[src/notif_header_option_parser_top_defines.svh]
// assertion macros shared by the notification header parser rtl
// expects i_clk in the scope of every use, and i_rst_n where NHOP_ASSERT is used
`ifndef NOTIF_HEADER_OPTION_PARSER_TOP_DEFINES_SVH
`define NOTIF_HEADER_OPTION_PARSER_TOP_DEFINES_SVH

// checked only while out of reset
`define NHOP_ASSERT(label, prop, msg) \
    label: assert property (@(posedge i_clk) disable iff (!i_rst_n) prop) \
        else $error(msg);

// checked at every edge, reset included
`define NHOP_ASSERT_ALWAYS(label, prop, msg) \
    label: assert property (@(posedge i_clk) prop) else $error(msg);

`endif

[src/nhop_pkg.sv]
// types and constants for the notification header and option parser
// no dependencies
`default_nettype none

package nhop_pkg;

    typedef enum logic [2:0] {
        CLS_HEADER   = 3'd0,
        CLS_SEG_OPT  = 3'd1,
        CLS_OPT_TYPE = 3'd2,
        CLS_OPT_LEN  = 3'd3,
        CLS_OPT_DATA = 3'd4,
        CLS_PAYLOAD  = 3'd5,
        CLS_BEYOND   = 3'd6
    } t_byte_class;

    localparam logic [15:0] FIXED_HDR_BYTES = 16'd12;
    localparam logic [7:0]  OPT_START_RESET = 8'd12;
    localparam logic [7:0]  OPT_START_MAX   = 8'd255;
    localparam logic [7:0]  SEG_OPT_TYPE    = 8'h01;
    localparam logic [7:0]  MIN_OPT_LEN     = 8'd2;
    localparam logic [15:0] SEG_NUM_HI_OFF  = 16'd2;
    localparam logic [15:0] SEG_NUM_LO_OFF  = 16'd3;
    localparam logic [15:0] POS_MAX         = 16'hFFFF;

    typedef struct packed {
        logic [7:0] data_byte;
        logic       start_req;
    } t_in_item;

    typedef struct packed {
        t_byte_class byte_class;
        logic [7:0]  data_out;
        logic        header_done;
        logic [2:0]  version;
        logic        space_bit;
        logic [3:0]  media_code;
        logic [7:0]  hdr_size;
        logic [15:0] total_len;
        logic [31:0] observation_domain;
        logic [31:0] msg_identifier;
        logic [14:0] segment_number;
        logic        segment_last;
    } t_result;

endpackage

`default_nettype wire

[src/notif_header_option_parser_top.sv]
// Notification segment header and option parser, top level.
// Bytes of a segment enter on the input channel (i_valid, o_stall,
// i_data_byte, i_start_req); i_start_req marks byte 0 of a new segment,
// and after reset the first byte is byte 0 even without it.
// Every accepted byte yields exactly one result transaction on the output
// channel (o_valid, i_stall): the byte class, the byte itself, a flag on
// the last header or option byte, and the header fields decoded so far.
// Path: an accepted byte is registered in the input register or the skid
// entry, decoded, and registered in the output register when it is free.
// Throughput: one byte per cycle while i_stall stays low; decode is a single
// pass between the input register and the output register.
// Stalls: while i_stall holds a result, the input register holds its byte
// and one more byte is caught in the skid entry; o_stall then rises, and
// it comes straight from a flop.
// Reset (i_rst_n low, synchronous) empties both channels and clears all
// decoded fields and the option walk.
// depends on nhop_pkg, nhop_in_skid, nhop_decode
`default_nettype none

module notif_header_option_parser_top (
    input  wire logic        i_clk,
    input  wire logic        i_rst_n,
    input  wire logic        i_valid,
    output logic             o_stall,
    input  wire logic [7:0]  i_data_byte,
    input  wire logic        i_start_req,
    output logic             o_valid,
    input  wire logic        i_stall,
    output logic [2:0]       o_byte_class,
    output logic [7:0]       o_data_out,
    output logic             o_header_done,
    output logic [2:0]       o_version,
    output logic             o_space_bit,
    output logic [3:0]       o_media_code,
    output logic [7:0]       o_hdr_size,
    output logic [15:0]      o_total_len,
    output logic [31:0]      o_observation_domain,
    output logic [31:0]      o_msg_identifier,
    output logic [14:0]      o_segment_number,
    output logic             o_segment_last
);

`include "notif_header_option_parser_top_defines.svh"

    nhop_pkg::t_in_item in_item;
    nhop_pkg::t_in_item stage_item;
    nhop_pkg::t_result  dec_result;
    nhop_pkg::t_result  r_res;
    logic               stage_valid;
    logic               advance;
    logic               r_out_valid;

    assign in_item.data_byte = i_data_byte;
    assign in_item.start_req = i_start_req;

    nhop_in_skid u_in_skid (
        .i_clk     (i_clk),
        .i_rst_n   (i_rst_n),
        .i_valid   (i_valid),
        .i_item    (in_item),
        .o_stall   (o_stall),
        .i_advance (advance),
        .o_valid   (stage_valid),
        .o_item    (stage_item)
    );

    nhop_decode u_decode (
        .i_clk     (i_clk),
        .i_rst_n   (i_rst_n),
        .i_advance (advance),
        .i_item    (stage_item),
        .o_result  (dec_result)
    );

    assign advance = stage_valid && (!r_out_valid || !i_stall);

    always_ff @(posedge i_clk) begin
        if (!i_rst_n) begin
            r_out_valid <= 1'b0;
        end else if (advance) begin
            r_out_valid <= 1'b1;
        end else if (!i_stall) begin
            r_out_valid <= 1'b0;
        end
    end

    always_ff @(posedge i_clk) begin
        if (advance) begin
            r_res <= dec_result;
        end
    end

    assign o_valid              = r_out_valid;
    assign o_byte_class         = r_res.byte_class;
    assign o_data_out           = r_res.data_out;
    assign o_header_done        = r_res.header_done;
    assign o_version            = r_res.version;
    assign o_space_bit          = r_res.space_bit;
    assign o_media_code         = r_res.media_code;
    assign o_hdr_size           = r_res.hdr_size;
    assign o_total_len          = r_res.total_len;
    assign o_observation_domain = r_res.observation_domain;
    assign o_msg_identifier     = r_res.msg_identifier;
    assign o_segment_number     = r_res.segment_number;
    assign o_segment_last       = r_res.segment_last;

    `NHOP_ASSERT_ALWAYS(a_reset_empties_output, !i_rst_n |=> !o_valid, "output valid after reset")
    `NHOP_ASSERT(a_done_not_payload, (o_valid && o_header_done) |-> (o_byte_class != nhop_pkg::CLS_PAYLOAD && o_byte_class != nhop_pkg::CLS_BEYOND), "header end flagged on payload byte")

endmodule

`default_nettype wire

[src/nhop_in_skid.sv]
// input register with a one-entry skid so the input stall is a flop
// depends on nhop_pkg
`default_nettype none

module nhop_in_skid (
    input  wire logic              i_clk,
    input  wire logic              i_rst_n,
    input  wire logic              i_valid,
    input  wire nhop_pkg::t_in_item i_item,
    output logic                   o_stall,
    input  wire logic              i_advance,
    output logic                   o_valid,
    output nhop_pkg::t_in_item     o_item
);

`include "notif_header_option_parser_top_defines.svh"

    logic               r_in_valid;
    logic               r_skid_valid;
    nhop_pkg::t_in_item r_in;
    nhop_pkg::t_in_item r_skid;
    logic               accept;
    logic               load_ok;

    assign accept  = i_valid && !r_skid_valid;
    assign load_ok = !r_in_valid || i_advance;

    always_ff @(posedge i_clk) begin
        if (!i_rst_n) begin
            r_in_valid   <= 1'b0;
            r_skid_valid <= 1'b0;
        end else if (load_ok) begin
            r_in_valid   <= r_skid_valid || accept;
            r_skid_valid <= 1'b0;
        end else if (accept) begin
            r_skid_valid <= 1'b1;
        end
    end

    // skid entry is older than anything arriving, so it goes first
    always_ff @(posedge i_clk) begin
        if (load_ok) begin
            r_in <= r_skid_valid ? r_skid : i_item;
        end
        if (!load_ok && accept) begin
            r_skid <= i_item;
        end
    end

    assign o_stall = r_skid_valid;
    assign o_valid = r_in_valid;
    assign o_item  = r_in;

    `NHOP_ASSERT(a_skid_behind_main, r_skid_valid |-> r_in_valid, "skid filled with main empty")

endmodule

`default_nettype wire

[src/nhop_decode.sv]
// per-byte header and option decode with the segment state registers
// depends on nhop_pkg
`default_nettype none

module nhop_decode (
    input  wire logic               i_clk,
    input  wire logic               i_rst_n,
    input  wire logic               i_advance,
    input  wire nhop_pkg::t_in_item i_item,
    output nhop_pkg::t_result       o_result
);

`include "notif_header_option_parser_top_defines.svh"

    logic [15:0] r_pos;
    logic [7:0]  r_opt_start;
    logic [7:0]  r_opt_type;
    logic [7:0]  r_opt_len;
    logic [2:0]  r_version;
    logic        r_space;
    logic [3:0]  r_media;
    logic [7:0]  r_hdr_len;
    logic [15:0] r_msg_len;
    logic [31:0] r_domain;
    logic [31:0] r_msgid;
    logic [14:0] r_seg_num;
    logic        r_seg_last;

    logic [15:0] n_pos;
    logic [7:0]  n_opt_start;
    logic [7:0]  n_opt_type;
    logic [7:0]  n_opt_len;
    logic [2:0]  n_version;
    logic        n_space;
    logic [3:0]  n_media;
    logic [7:0]  n_hdr_len;
    logic [15:0] n_msg_len;
    logic [31:0] n_domain;
    logic [31:0] n_msgid;
    logic [14:0] n_seg_num;
    logic        n_seg_last;

    logic [15:0]           pos;
    logic [7:0]            b;
    logic [15:0]           off;
    logic [16:0]           off_inc;
    logic [7:0]            typ;
    logic [7:0]            len;
    logic [7:0]            eff;
    logic [8:0]            next_sum;
    logic [7:0]            hdr_end;
    nhop_pkg::t_byte_class cls;

    always_comb begin
        b   = i_item.data_byte;
        pos = i_item.start_req ? 16'd0 : r_pos;

        n_pos       = (pos < nhop_pkg::POS_MAX) ? pos + 16'd1 : nhop_pkg::POS_MAX;
        n_opt_start = r_opt_start;
        n_opt_type  = r_opt_type;
        n_opt_len   = r_opt_len;
        n_version   = r_version;
        n_space     = r_space;
        n_media     = r_media;
        n_hdr_len   = r_hdr_len;
        n_msg_len   = r_msg_len;
        n_domain    = r_domain;
        n_msgid     = r_msgid;
        n_seg_num   = r_seg_num;
        n_seg_last  = r_seg_last;

        // offset inside the current option, wraps like the 16-bit position
        off      = pos - {8'd0, r_opt_start};
        off_inc  = {1'b0, off} + 17'd1;
        typ      = (off == 16'd0) ? b : r_opt_type;
        len      = (off == 16'd0) ? 8'd0 : ((off == 16'd1) ? b : r_opt_len);
        eff      = (len < nhop_pkg::MIN_OPT_LEN) ? nhop_pkg::MIN_OPT_LEN : len;
        next_sum = {1'b0, r_opt_start} + {1'b0, eff};
        cls      = nhop_pkg::CLS_HEADER;

        if (pos == 16'd0) begin
            n_opt_start = nhop_pkg::OPT_START_RESET;
            n_opt_type  = 8'd0;
            n_opt_len   = 8'd0;
            n_seg_num   = 15'd0;
            n_seg_last  = 1'b0;
        end

        if (pos < nhop_pkg::FIXED_HDR_BYTES) begin
            cls = nhop_pkg::CLS_HEADER;
            unique case (pos[3:0])
                4'd0: begin
                    n_version = b[7:5];
                    n_space   = b[4];
                    n_media   = b[3:0];
                end
                4'd1:  n_hdr_len = b;
                4'd2:  n_msg_len[15:8] = b;
                4'd3:  n_msg_len[7:0] = b;
                4'd4:  n_domain[31:24] = b;
                4'd5:  n_domain[23:16] = b;
                4'd6:  n_domain[15:8] = b;
                4'd7:  n_domain[7:0] = b;
                4'd8:  n_msgid[31:24] = b;
                4'd9:  n_msgid[23:16] = b;
                4'd10: n_msgid[15:8] = b;
                4'd11: n_msgid[7:0] = b;
                default: ;
            endcase
        end else if (pos < {8'd0, r_hdr_len}) begin
            n_opt_type = typ;
            n_opt_len  = len;
            if (typ == nhop_pkg::SEG_OPT_TYPE) begin
                cls = nhop_pkg::CLS_SEG_OPT;
                // only bytes inside the option's own length count
                if (off == nhop_pkg::SEG_NUM_HI_OFF && off < {8'd0, eff}) begin
                    n_seg_num[14:7] = b;
                end else if (off == nhop_pkg::SEG_NUM_LO_OFF && off < {8'd0, eff}) begin
                    n_seg_num[6:0] = b[7:1];
                    n_seg_last     = b[0];
                end
            end else if (off == 16'd0) begin
                cls = nhop_pkg::CLS_OPT_TYPE;
            end else if (off == 16'd1) begin
                cls = nhop_pkg::CLS_OPT_LEN;
            end else begin
                cls = nhop_pkg::CLS_OPT_DATA;
            end
            if (off != 16'd0 && off_inc >= {9'd0, eff}) begin
                n_opt_start = (next_sum > {1'b0, nhop_pkg::OPT_START_MAX}) ?
                              nhop_pkg::OPT_START_MAX : next_sum[7:0];
            end
        end else if (pos < r_msg_len) begin
            cls = nhop_pkg::CLS_PAYLOAD;
        end else begin
            cls = nhop_pkg::CLS_BEYOND;
        end

        hdr_end = (n_hdr_len > nhop_pkg::OPT_START_RESET) ? n_hdr_len :
                  nhop_pkg::OPT_START_RESET;

        o_result.byte_class         = cls;
        o_result.data_out           = b;
        o_result.header_done        = (({1'b0, pos} + 17'd1) == {9'd0, hdr_end});
        o_result.version            = n_version;
        o_result.space_bit          = n_space;
        o_result.media_code         = n_media;
        o_result.hdr_size           = n_hdr_len;
        o_result.total_len          = n_msg_len;
        o_result.observation_domain = n_domain;
        o_result.msg_identifier     = n_msgid;
        o_result.segment_number     = n_seg_num;
        o_result.segment_last       = n_seg_last;
    end

    always_ff @(posedge i_clk) begin
        if (!i_rst_n) begin
            r_pos       <= 16'd0;
            r_opt_start <= nhop_pkg::OPT_START_RESET;
            r_opt_type  <= 8'd0;
            r_opt_len   <= 8'd0;
            r_version   <= 3'd0;
            r_space     <= 1'b0;
            r_media     <= 4'd0;
            r_hdr_len   <= 8'd0;
            r_msg_len   <= 16'd0;
            r_domain    <= 32'd0;
            r_msgid     <= 32'd0;
            r_seg_num   <= 15'd0;
            r_seg_last  <= 1'b0;
        end else if (i_advance) begin
            r_pos       <= n_pos;
            r_opt_start <= n_opt_start;
            r_opt_type  <= n_opt_type;
            r_opt_len   <= n_opt_len;
            r_version   <= n_version;
            r_space     <= n_space;
            r_media     <= n_media;
            r_hdr_len   <= n_hdr_len;
            r_msg_len   <= n_msg_len;
            r_domain    <= n_domain;
            r_msgid     <= n_msgid;
            r_seg_num   <= n_seg_num;
            r_seg_last  <= n_seg_last;
        end
    end

    `NHOP_ASSERT(a_opt_start_floor, r_opt_start >= nhop_pkg::OPT_START_RESET, "option walk below fixed header")
    `NHOP_ASSERT(a_pos_saturates, (r_pos == nhop_pkg::POS_MAX && i_advance && !i_item.start_req) |=> r_pos == nhop_pkg::POS_MAX, "byte position wrapped")

endmodule

`default_nettype wire

[config.mk]
export PLATFORM = sky130hd
export DESIGN_NAME = notif_header_option_parser_top
export DESIGN_NICKNAME = d
export VERILOG_FILES = /design/src/nhop_pkg.sv /design/src/notif_header_option_parser_top.sv /design/src/nhop_in_skid.sv /design/src/nhop_decode.sv
export VERILOG_INCLUDE_DIRS = /design/src /design/src/src
export SDC_FILE = /design/constraint.sdc
export NUM_CORES = 1
export LEC_CHECK = 0
export ABC_CLOCK_PERIOD_IN_PS = 12820
export BUFFER_PORTS_ARGS = -buffer_cell sky130_fd_sc_hd__buf_2
export CAP_MARGIN = 20
export CELL_PAD_IN_SITES_DETAIL_PLACEMENT = 2
export CELL_PAD_IN_SITES_GLOBAL_PLACEMENT = 2
export CORE_MARGIN = 5
export CORE_UTILIZATION = 35
export DETAILED_ROUTE_END_ITERATION = 10
export PLACE_DENSITY_LB_ADDON = 0.12
export SKIP_LAST_GASP = 1
export SLEW_MARGIN = 20
export SYNTH_ARGS = -nofsm -noshare
export SYNTH_HDL_FRONTEND = slang
export SYNTH_SLANG_ARGS = --single-unit
[constraint.sdc]
create_clock -name i_clk -period 12.82 [get_ports i_clk]
set_clock_uncertainty 0.05 [all_clocks]
set_input_delay 1.282 -clock i_clk [delete_from_list [all_inputs] [get_ports i_clk]]
set_output_delay 1.282 -clock i_clk [all_outputs]
set_load 0.005 [all_outputs]
* Yosys cells after proc, flatten, opt, wreduce, memory -nomap -nowiden *
Cells that the tools add are included.

word-level totals
  register bits = 297

operators by class
  bitwise logic cells = 1
  add/subtract/negate cells = 5
  order comparisons = 9
  equality and inequality tests = 17
  muxes and demuxes = 60
  reductions and logical operators = 19

operators with widths
  cell                                                                             number
  8-bit 2-to-1 mux                                                                 29
  32-bit 2-to-1 mux                                                                2
  15-bit 2-to-1 mux                                                                4
  16-bit 2-to-1 mux                                                                3
  16-bit by 1-bit adder with 17-bit output, second input constant                  2
  16-bit by 2-bit equality test with 1-bit output, second input constant           2
  16-bit zero test                                                                 2
  16-bit by 8-bit < comparator with 1-bit output                                   2
  3-bit 2-to-1 mux                                                                 6
  17-bit by 8-bit equality test with 1-bit output                                  1
  17-bit by 8-bit >= comparator with 1-bit output                                  1
  16-bit by 1-bit adder with 16-bit output, second input constant                  1
  16-bit by 1-bit equality test with 1-bit output, second input constant           1
  4-bit by 3-bit equality test with 1-bit output, second input constant            4
  4-bit equality test, second input constant                                       4
  16-bit < comparator                                                              1
  16-bit < comparator, second input constant                                       1
  16-bit by 4-bit < comparator with 1-bit output, second input constant            1
  16-bit nonzero test                                                              1
  16-bit by 8-bit subtractor with 16-bit output                                    1
  7-bit 2-to-1 mux                                                                 2
  1-bit 2-to-1 mux                                                                 10
  8-bit by 8-bit adder with 9-bit output                                           1
  9-bit by 8-bit greater-than comparator with 1-bit output, second input constant  1
  15 further kinds                                                                 28

* Logic depth before layout (Yosys ltp) *
Gate-level depths: netlist of the first run.

  depth in word-level cells = 14
  depth in mapped cells = 31
  mapped depth without buffers = 26

* Cells and area by module *
From an unflattened synthesis of the first run, not the netlist that was laid out.

second synthesis, totals
  cell total of the unflattened synthesis = 1525
  area total of the unflattened synthesis = 15333.5 µm²

by module, submodules not included
  module                          cells an instance  instances  area an instance (µm²)
  nhop_decode                     1362               1          10800.4
  notif_header_option_parser_top  128                1          3762.4
  nhop_in_skid                    35                 1          770.7

* Least setup slack after synthesis of the first run *
No wires, ideal clock.

  path type = register to register
  start = reg u_in_skid.r_in, in the netlist u_in_skid.o_item[0]
  end = reg r_res, in the netlist o_segment_number[7], data pin
  path buffers = 8
  slack = 6627 ps
  arrival = 5876 ps
  stages on the path, launching flop included = 32
  data required time = 12503 ps
  setup time = 267 ps
  path through = edfxtp_1 buf_6 buf_6 buf_6 buf_2 clkbuf_1 nor2b_1 nor2_1 nor2_1 ha_1 or2_4 a211oi_4 nor3_2 or4b_4 o211ai_2 and4bb_4 and3_1 buf_6 buf_2 o21a_1 ha_1 nor2b_1 o21a_1 o21a_1 o21a_1 o21a_1 o211ai_1 and4b_1 nand4_1 clkbuf_1 nand3_1 o21ai_0

RTL lines
  element                 line                                  text
  from (decl)             nhop_in_skid.sv:20                    nhop_pkg::t_in_item r_in;
  from (signal assigned)  nhop_in_skid.sv:43                    r_in <= r_skid_valid ? r_skid : i_item;
  to (signal assigned)    notif_header_option_parser_top.sv:89  r_res <= dec_result;
  to (decl)               notif_header_option_parser_top.sv:48  nhop_pkg::t_result r_res;

==> results of run 1 <==
==> cells in the mapped netlist, drive strengths merged, types with 3 or more instances <==
cell,instances
or2,10
edfxtp,142
nor4b,5
a21o,7
nor2,231
a22oi,3
o2bb2ai,23
a21boi,4
nand2,142
a211oi,4
mux2,26
inv,60
ha,51
nor3,14
xor2,15
a31o,3
maj3,3
o22ai,6
a31oi,4
o211ai,6
mux2i,15
a22o,16
nand4b,3
nor4,13
buf,24
clkbuf,70
and2,4
or3,3
o21ai,122
xnor2,24
o221a,5
a2bb2oi,3
o211a,9
nand2b,11
o21bai,5
a21oi,46
nor2b,19
and3,10
dfxtp,155
nor3b,92
o21a,11
nand4,12
nand3,40
==> where the power goes <==
group	switching (mW)	leakage, nW	internal [mW]	total [mW]
clock network	0.407	0.545	0.568	0.975
registers	0.0313	2.63	1.05	1.08
logic	0.202	3.48	0.107	0.309
total	0.640	6.66	1.72	2.36
==> cells in the final DEF, fill, tap and decap left out, types with 15 or more instances in the layout <==
cell type,n
nor3b_1,91
edfxtp_1,142
a21oi_1,42
nand3_1,40
xnor2_1,22
o21ai_0,121
clkbuf_16,36
a22o_1,16
inv_1,58
mux2i_1,15
mux2_2,26
nor2b_1,18
o2bb2ai_1,23
dfxtp_1,155
buf_2,137
nor2_1,231
buf_4,23
nand2_1,141
ha_1,51
xor2_1,15
==> cell families (layout without fill, tap and decap cells) <==
group	Yosys count	after routing	share of synthesized area (%)
and+or+nand+nor	622	622	21.9
DFF	297	297	50.2
AOI/OAI and AO/OA	293	293	13.2
buffers and inverters	154	284	4.45
adders and majority gates	55	55	4.70
muxes	41	41	3.02
xor gates and xnor gates	39	39	2.51
other	0	2	0
==> worst max-delay path, stage by stage, from the launching register on <==
cell       delay (ns)
edfxtp_1         0.34
buf_4            0.47
or2b_2           0.29
ha_1             0.21
o21ai_0          0.10
a31oi_1          0.31
o2bb2ai_1        0.18
nand2_1          0.12
a2111oi_0        0.39
a221oi_1         0.14
nor3b_1          0.62
and3_1           0.66
o21a_1           0.30
ha_1             0.25
nor2b_1          0.13
o21a_1           0.16
o21a_1           0.17
o21a_1           0.17
o21a_1           0.17
o211ai_1         0.22
and4b_1          0.26
nand4_1          0.50
nand3_1          0.27
o21ai_0          0.12
==> cell type report <==
| class | instances | area share (%) |
|---|---|---|
| Clock inverter | 13 | 0.606 |
| Sequential cell | 297 | 43.5 |
| Clock buffer | 51 | 5.95 |
| Inverter | 60 | 1.38 |
| Timing Repair Buffer | 160 | 5.07 |
| Antenna cell | 2 | 0.0296 |
| Tap cell | 539 | 3.99 |
| Multi-Input combinational cell | 1050 | 39.4 |
==> routing by layer <==
metal | wire length (um) | GRT usage, % | share of wire (%) | vias to the layer above
li1 | - | - | - | 5512
met1 | 22600 | 27.3 | 45 | 5976
met2 | 24700 | 37.2 | 49 | 191
met3 | 1860 | 3.41 | 3.7 | 63
met4 | 947 | 5.18 | 1.9 | 0
met5 | 0 | 0 | 0 | -
==> per-stage QoR <==
step	hold slack (ns)	cells	instance area, sq um	util (%)
floorplan	0.374	1501	14700	-
global placement	0.406	2106	15800	37.8
detailed placement	0.402	2106	15800	37.8
CTS	0.415	2170	16900	40.5
global route	0.429	2170	16900	40.5
finish	0.415	2172	16900	40.5
==> state kept, by name (all words and copies together), names as in the netlist, 9 cells and up <==
| register | flops |
|---|---|
| u_decode.r_seg_num | 15 |
| o_total_len | 16 |
| o_observation_domain | 32 |
| u_decode.r_msgid | 32 |
| u_decode.r_pos | 16 |
| u_decode.r_msg_len | 16 |
| o_segment_number | 15 |
| u_in_skid.o_item | 9 |
| u_decode.r_domain | 32 |
| u_in_skid.r_skid | 9 |
| o_msg_identifier | 32 |
==> worst max path at each step <==
stage,startpoint,to,slack [ns],depth (start not counted)
detailed placement,u_in_skid.o_item[0],o_segment_number[2],5.95,24
CTS,u_in_skid.o_item[0],o_segment_number[3],5.90,23
floorplan,u_in_skid.o_item[0],o_segment_number[7],6.63,31
global placement,u_in_skid.o_item[0],o_segment_number[5],6.26,24
finish,u_in_skid.o_item[0],o_segment_number[3],5.89,23
global route,u_in_skid.o_item[0],o_segment_number[3],5.34,23
==> out/metrics.cfg, run 1 <==
[setup_path]
cp.required_ns = 13.02
crit_path_end_kind = flip-flop
reg2reg_depth = 23
crit_path_start_kind = flip-flop
worst_ep_arrival_time_ns = 7.13
critical_path_class = flip-flop to flip-flop
cp_max_fo = 49
r2r_slack_ns = 5.89
r2r-end = o_segment_number[3]
rr_startpoint = u_in_skid.o_item[0]

[die]
initial_utilization_pct = 35.1
die_width_um = 215
num_rows = 75
core-area_sq_um = 41800
die_area_sq_um = 46100
io_pins = 139
die_h_um = 215

[sta]
rsz0062_at_grt = no
tightest_slew_ns = 1.10
max_freq_mhz = 144
slew_viol_final = 0
fin_crit_sh_pct = 54.0
slew_headroom_pct = 26.1
hold_viol_final = 0
fin_crit_ns = 6.93
worst_slack_ns = 5.89
totalNegativeSetupSlack_ns = 0
finalSetupViolCount = 0

[worst_hold_path]
min_to = u_decode.r_seg_num[2]
hp-class = flip-flop to flip-flop
hp-start = u_decode.r_seg_num[2]
hold_depth = 2

[grt]
grt_pass1_wl_um = 77100
grt_pass1_vias = 12800
gr-total-overflow = 0
antenna_found_initial = 0
grt_usage_pct = 21.1
grt_max_degree = 92

[synth]
synth-edff-count = 142
syn-num-nets = 1566
synth_cell_type_count = 93
syn_area_sq_um = 14700
yosysWarnings = 0
async_flop_share_pct = 0
synth_ff_type = dfxtp_1
seq_area_frac_synth_pct = 50.2
synth_top_area_share_pct = 29.1
syn-instance-count = 1501
synth-seq-cells = 297
synth_area_leaders = edfxtp_1 (29%), dfxtp_1 (21%), nor2_1 (5.9%), nor3b_1 (4.7%), ha_1 (4.3%)
synth_top_area_cell = edfxtp_1
syn_area_per_cell_sq_um = 9.78

[detailed_routing]
ant_nets = 0
drt_wl_total_um = 50000
firstDrtPassIters = 4
wl_per_cell_um = 23.0
drt-initial-drc-count = 515
viasPerCell = 5.41
drc = 0
vias = 11700

[placed_design]
numPortBuffers = 138
dp_hpwl_um = 34000
place.gp.congestion = 0.851
place_ws_ns = 5.95

[layout]
multi_input_area_sq_um = 6670
area_delta_synth_final_pct = 15.3
regArea_sq_um = 7370
finalNetCount = 1669
fillers = 4497
drive_above_1_share_pct = 17.3

[power_and_ir_drop]
p_leak_nw = 6.66
power.density_nw_per_um2 = 140
ir_drop_uv = 99.0
power_mw = 2.36

[clock_network]
cts_made_buffers = 35
clockRootBuffer = clkbuf_16
cts_hold_buf = 0
cts_resized = 0
worstSkewPairLatency_ns = 0.54
clk_transition_reported_paths_ns = 0.06
cts_tree = yes
clockBufferDepth = 3
cts_setup_buffers = 0
htreeDepth = 2
cts.sinks = 297

[run]
drv_cap = 0

[status]
status = completed

No activity file was read; power rests on OpenSTA's default activity.
==> inputs of run 2 (changes only) <==
--- a/config.mk
+++ b/config.mk
@@ -6,7 +6,8 @@
 export SDC_FILE = /design/constraint.sdc
 export NUM_CORES = 1
 export LEC_CHECK = 0
-export ABC_CLOCK_PERIOD_IN_PS = 12820
+export ABC_AREA = 1
+export ABC_CLOCK_PERIOD_IN_PS = 6500
 export BUFFER_PORTS_ARGS = -buffer_cell sky130_fd_sc_hd__buf_2
 export CAP_MARGIN = 20
 export CELL_PAD_IN_SITES_DETAIL_PLACEMENT = 2
==> constraint.sdc (replaced) <==
create_clock -name i_clk -period 6.5 [get_ports i_clk]
set_clock_uncertainty 0.05 [all_clocks]
set_input_delay 0.65 -clock i_clk [delete_from_list [all_inputs] [get_ports i_clk]]
set_output_delay 0.65 -clock i_clk [all_outputs]
set_load 0.005 [all_outputs]
==> out/metrics.cfg, run 2 <==
[detailed_routing]
drt-initial-drc-count = 705  ; +37%
firstDrtPassIters = 4  ; unchanged
viasPerCell = 5.16  ; -4.5%
drc = 0  ; unchanged
vias = 14000  ; +19%
drt_wl_total_um = 56500  ; +13%
wl_per_cell_um = 20.9  ; -9.2%
ant_nets = 0  ; unchanged

[synth]
syn-instance-count = 1946  ; +30%
yosysWarnings = 0  ; unchanged
synth-edff-count = 142  ; unchanged
seq_area_frac_synth_pct = 47.8  ; -2.4 points
synth_area_leaders = edfxtp_1 (28%), dfxtp_1 (20%), nand2_1 (9.1%), inv_1 (8.1%), o21ai_0 (7.4%)
yosysMostFrequentCell = nand2_1
syn_area_per_cell_sq_um = 7.92  ; -19%
synthTopCellsByCount = nand2_1 (374), inv_1 (332), o21ai_0 (227)
synth-seq-cells = 297  ; unchanged
synth_cell_type_count = 50  ; -46%
synth_ff_type = dfxtp_1
syn_area_sq_um = 15400  ; +5.0%
synth_top_area_share_pct = 27.7  ; -1.4 points
syn-num-nets = 2011  ; +28%
synth_top_area_cell = edfxtp_1
async_flop_share_pct = 0  ; unchanged

[layout]
final_cells = 2703  ; +24%
final_cell_mix = nand2_1 (374), inv_1 (328), o21ai_0 (226)
finalNetCount = 2155  ; +29%
drive_above_1_share_pct = 15.3  ; -1.9 points
final_area_sq_um = 18100  ; +7.2%
fillers = 4982  ; +11%
diodes = 0  ; -2
utilization_pct = 41.8  ; +1.3 points
layout_commonest_cell = nand2_1
area_delta_synth_final_pct = 17.7

[clock_network]
cts_made_buffers = 37  ; +5.7%
cts.sinks = 297  ; unchanged
clockBufferDepth = 3  ; unchanged
clockRootBuffer = clkbuf_16
htreeDepth = 2  ; unchanged
worstSkewPairLatency_ns = 0.55  ; about the same
clk_transition_reported_paths_ns = 0.06  ; about the same
cts_tree = yes

[setup_path]
crit_path_start_kind = flip-flop
cp_max_fo = 13  ; -73%
cp_common_cell = nand2_1
slowest_delay_ns = 0.41  ; -0.25 ns
critical_path_class = flip-flop to flip-flop
worst_ep_arrival_time_ns = 6.37  ; -0.76 ns
rr_startpoint = u_in_skid.o_item[0]
crit_path_end_kind = flip-flop
cp.required_ns = 6.89  ; -6.13 ns
cp-startpoint = u_in_skid.o_item[0]
cp_slowest_cell = edfxtp_1

[sta]
slew_viol_final = 0  ; unchanged
tightest_slew_ns = 1.10  ; -0.00338 ns
fin_crit_ns = 5.98  ; -0.942 ns
worst_slack_ns = 0.516  ; -5.38 ns
fin_crit_sh_pct = 92.1  ; +38 points
slew_headroom_pct = 26.7  ; +0.57 points
hold_viol_final = 0  ; unchanged
finalSetupViolCount = 0  ; unchanged
max_freq_mhz = 167  ; +16%
worst_hold_slack_ns = 0.252  ; -0.163 ns

[placed_design]
place_ws_ns = 0.269  ; -5.68 ns
numPortBuffers = 138  ; unchanged
place_inst = 2619  ; +24%
place.gp.congestion = 0.863  ; +1.5%
dp_hpwl_um = 39400  ; +16%
placed_area_sq_um = 16800  ; +6.3%

[die]
num_rows = 76  ; +1.3%
die_h_um = 220  ; +2.4%
core-area_sq_um = 43400  ; +3.8%
io_pins = 139  ; unchanged
die_width_um = 220  ; +2.4%
die_area_sq_um = 48300  ; +4.8%
initial_utilization_pct = 35.5  ; +0.39 points

[grt]
grt_pass1_wl_um = 85900  ; +11%
grt_usage_pct = 22.8  ; +1.7 points
antenna_found_initial = 2  ; +2
gr-total-overflow = 0  ; unchanged
grt_pass1_vias = 14900  ; +16%
grt_max_degree = 111  ; +21%

[worst_hold_path]
hp-class = input pin to flip-flop
hp-start = i_data_byte[4]

[power_and_ir_drop]
p_leak_nw = 8.30  ; +25%
power.density_nw_per_um2 = 281  ; +100%
ir_drop_uv = 180  ; +82%

[status]
status = completed

[run]
drv_cap = 0  ; unchanged

[run 2: cell types whose count changed after synthesis, moves of 21 or more]
cell and change:
inv_1 +274, nand2_1 +232, a21oi_1 +134, nor2_1 -107, o21ai_0 +106, nor3b_1 -91
nand4_1 +31, mux2_2 -26, o2bb2ai_1 -23, nand3_1 +21
[run 2: layout make-up]
cell class	count	area, sq um	share of cell area (%)
Inverter	349	1330	7.33
Clock inverter	16	116	0.642
Multi-Input combinational cell	1215	6490	35.8
Timing Repair Buffer	190	1090	6.03
Sequential cell	297	7370	40.6
Clock buffer	51	998	5.51
Tap cell	585	732	4.04
[run 2: cells by family (layout without fill, tap and decap cells)]
| family | after synthesis | in the layout | synth area share, % |
|---|---|---|---|
| compound gates | 444 | 444 | 15.2 |
| xor+xnor | 27 | 27 | 1.53 |
| fa+ha+maj | 52 | 52 | 4.27 |
| buf+inv | 435 | 606 | 10.8 |
| flops | 297 | 297 | 47.8 |
| mux | 8 | 8 | 0.520 |
| simple gates | 683 | 684 | 19.9 |
[run 2: path summary, 6_finish.rpt]
path	end	slack (ns)	depth (start not counted)
max reg2reg	u_decode.r_opt_start[4]	0.52	40
max	u_decode.r_opt_start[4]	0.52	40
min	u_in_skid.r_skid[5]	0.25	1
min reg2reg	u_decode.r_opt_type[6]	0.42	2
[run 2: layer usage]
layer | share of wire, % | vias up | track usage (%)
met5 | 0.023 | - | 0
met4 | 2.9 | 2 | 6.99
met3 | 3.5 | 75 | 3.13
met2 | 48 | 235 | 39.1
met1 | 45 | 6985 | 30.0
li1 | - | 6655 | -
[run 2: worst max-delay path: cells and delay by family (launching register included)]
family                   cells  cell delay (ns)
AO/OA/AOI/OAI                5             0.79
adder cells (fa/ha/maj)      2             0.59
buffers and inverters        6             0.79
flip-flops                   1             0.41
AND/OR/NAND/NOR             27             3.23
[run 2: repair_timing]
| item | in CTS | in global routing |
|---|---|---|
| resized for setup | 0 | 23 |
| setup buffers | 0 | 16 |
| endpoints found under the setup margin | 0 | 40 |
| hold buffers | 0 | 0 |
[run 2: power breakdown]
part           switching [mW]  internal (mW)  total, mW
Sequential             0.0619           2.10       2.16
Combinational           0.681          0.294      0.975
Clock                   0.839           1.12       1.96
Total                    1.58           3.51       5.09
[run 2: stage by stage]
step                setup TNS [ns]  total power [mW]
detailed placement               0              3.15
global placement                 0              3.10
floorplan                        0              2.79
CTS                              0              5.14
finish                           0              5.09
global route               -0.0388              5.36
==> inputs of run 3 (changes only) <==
--- a/config.mk
+++ b/config.mk
@@ -12,8 +12,9 @@
 export CAP_MARGIN = 20
 export CELL_PAD_IN_SITES_DETAIL_PLACEMENT = 2
 export CELL_PAD_IN_SITES_GLOBAL_PLACEMENT = 2
-export CORE_MARGIN = 5
+export CORE_MARGIN = 3
 export CORE_UTILIZATION = 35
+export CTS_BUF_LIST = sky130_fd_sc_hd__clkbuf_8 sky130_fd_sc_hd__clkbuf_16
 export DETAILED_ROUTE_END_ITERATION = 10
 export PLACE_DENSITY_LB_ADDON = 0.12
 export SKIP_LAST_GASP = 1
==> out/metrics.cfg, run 3 (synthesized netlist as in run 2, its figures left out) <==
[worst_hold_path]
hp-class = input pin to flip-flop
min_to = u_in_skid.r_skid[2]
hold_depth = 1  ; unchanged
hp-start = i_data_byte[1]

[sta]
slew_viol_final = 0  ; unchanged
hold_viol_final = 0  ; unchanged
fin_crit_sh_pct = 93.5  ; +1.5 points
worst_hold_slack_ns = 0.243  ; -0.00908 ns
finalSetupViolCount = 0  ; unchanged
fin_crit_ns = 6.08  ; +0.0951 ns
slew_headroom_pct = 31.8  ; +5.1 points
max_freq_mhz = 165  ; -1.6%
worst_slack_ns = 0.421  ; -0.0951 ns
tightest_slew_ns = 1.02  ; -0.0821 ns

[setup_path]
cp_top_family = simple AND/OR/NAND/NOR gates
crit_path_end_kind = flip-flop
path_buf_inv = 6  ; unchanged
critical_path_class = flip-flop to flip-flop
crit_path_start_kind = flip-flop
r2r-end = u_decode.r_opt_start[6]
worst_ep_arrival_time_ns = 6.48  ; +0.11 ns
reg2reg_depth = 39  ; -2.5%
rr_startpoint = u_in_skid.o_item[0]
slowest_delay_ns = 0.46  ; +0.05 ns
cp_slowest_cell = edfxtp_1
cp_max_fo = 20  ; +7
r2r_slack_ns = 0.42  ; -0.10 ns
cp_common_cell = nand2_1
cp.required_ns = 6.90  ; about the same

[power_and_ir_drop]
power.density_nw_per_um2 = 284  ; +0.99%
power.share.sequential_pct = 41.7  ; -0.7 points
intPower_mw = 3.59  ; +2.2%
switchingPower_mw = 1.59  ; +0.20%
swShare_pct = 30.6  ; -0.42 points
p_clk_share_pct = 39.2  ; +0.8 points
p_leak_nw = 8.41  ; +1.4%
p_comb_share_pct = 19.1  ; about the same
ir_drop_uv = 222  ; +23%
power_mw = 5.17  ; +1.6%

[die]
die_width_um = 216  ; -1.8%
initial_utilization_pct = 35.6  ; +0.078 points
num_rows = 76  ; unchanged
die_h_um = 216  ; -1.8%
die_area_sq_um = 46600  ; -3.6%
io_pins = 139  ; unchanged
core-area_sq_um = 43300  ; -0.22%

[clock_network]
cts_tree = yes
clockRootBuffer = clkbuf_16
clockBufferDepth = 3  ; unchanged
clk_transition_reported_paths_ns = 0.06  ; about the same
cts.sinks = 297  ; unchanged
cts_hold_buf = 0  ; unchanged
cts_made_buffers = 37  ; unchanged
htreeDepth = 2  ; unchanged
worstSkewPairLatency_ns = 0.55  ; about the same

[run]
drv_cap = 0  ; unchanged

[detailed_routing]
firstDrtPassIters = 5  ; +1
drt_wl_total_um = 56700  ; +0.34%
viasPerCell = 5.18  ; +0.27%
wl_per_cell_um = 21.0  ; +0.19%
drc = 0  ; unchanged
vias = 14000  ; +0.42%
drt-initial-drc-count = 781  ; +11%
ant_nets = 0  ; unchanged

[layout]
multi_input_area_sq_um = 6500  ; about the same
final_area_sq_um = 18200  ; +0.56%
regArea_sq_um = 7370  ; unchanged
layout_commonest_cell = nand2_1
final_cell_mix = nand2_1 (373), inv_1 (341), o21ai_0 (227)
area_delta_synth_final_pct = 18.3
fillers = 4922  ; -1.2%
utilization_pct = 42.1  ; +0.33 points
drive_above_1_share_pct = 15.7  ; +0.36 points
finalNetCount = 2158  ; +0.14%

[placed_design]
place_ws_ns = 0.115  ; -0.154 ns
place.gp.congestion = 0.864  ; +0.12%
placed_area_sq_um = 16800  ; +0.16%
numPortBuffers = 138  ; unchanged
dp_hpwl_um = 39500  ; about the same

[grt]
antenna_found_initial = 0  ; -2
grt_max_degree = 144  ; +30%
grt_usage_pct = 24.0  ; +1.2 points
grt_pass1_wl_um = 87900  ; +2.3%
grt_pass1_vias = 15200  ; +1.5%
gr-total-overflow = 0  ; unchanged

[status]
status = completed

[run 3: cell count changes in the layout (fill, tap and decap cells not counted), sizes merged]
cell / previous run / this run
clkinvlp: 4 / 1
inv: 343 / 355
clkbuf: 51 / 40
bufinv: 1 / 3
diode: 0 / 1
buf: 190 / 193
[run 3: worst max path at each step]
stage	start	cells past startpoint	endpoint
2_1_floorplan	i_stall	5	o_byte_class[0]
3_3_place_gp	u_in_skid.o_item[0]	40	u_decode.r_opt_start[5]
3_5_place_dp	u_in_skid.o_item[0]	40	u_decode.r_opt_start[0]
4_1_cts	u_in_skid.o_item[0]	40	u_decode.r_opt_start[5]
5_1_grt	u_in_skid.o_item[0]	39	u_decode.r_opt_start[6]
6_report	u_in_skid.o_item[0]	39	u_decode.r_opt_start[6]
[run 3: timing repair]
item	in CTS	in global routing
endpoints found under the setup margin	0	40
resized for setup	0	22
buffers inserted	0	17
[run 3: power groups by stage]
stage          combinational [mW]  sequential, mW  clock, mW
6_report                    0.988            2.16       2.03
5_1_grt                      1.12            2.17       2.16
4_1_cts                     0.973            2.16       2.09
3_5_place_dp                0.960            2.20          0
3_3_place_gp                0.918            2.19          0
2_1_floorplan               0.609            2.19          0
[run 3: area by class of cell]
class,count,area share [%]
repair buffers,193,6.19
diodes,1,0.0137
clock buffers,40,5.30
inverters,349,7.27
flip-flops and latches,297,40.4
well taps,585,4.01
multi-input cells,1215,35.6
clock inverters,27,1.17
[run 3: metrics by stage]
step,TNS [ns],std cells
2_1_floorplan,0,1946
3_3_place_gp,0,2621
3_5_place_dp,0,2621
4_1_cts,0,2688
5_1_grt,-0.848,2706
6_report,0,2707
[run 3: layer usage]
layer  part of all wire (%)  GRT usage (%)  up-vias
met5                      0              0        -
met4                    2.6           6.52        0
met3                    3.8           3.45       75
met2                     49           42.0      228
met1                     45           31.2     7051
li1                       -              -     6656
[run 3: worst register-to-register path: cells and delay by family, from the launching register on]
kind | cells | cell delay (ns)
adders and majority gates | 2 | 0.66
DFF | 1 | 0.46
buffers and inverters | 6 | 0.75
and+or+nand+nor | 27 | 3.47
AOI/OAI and AO/OA | 4 | 0.60
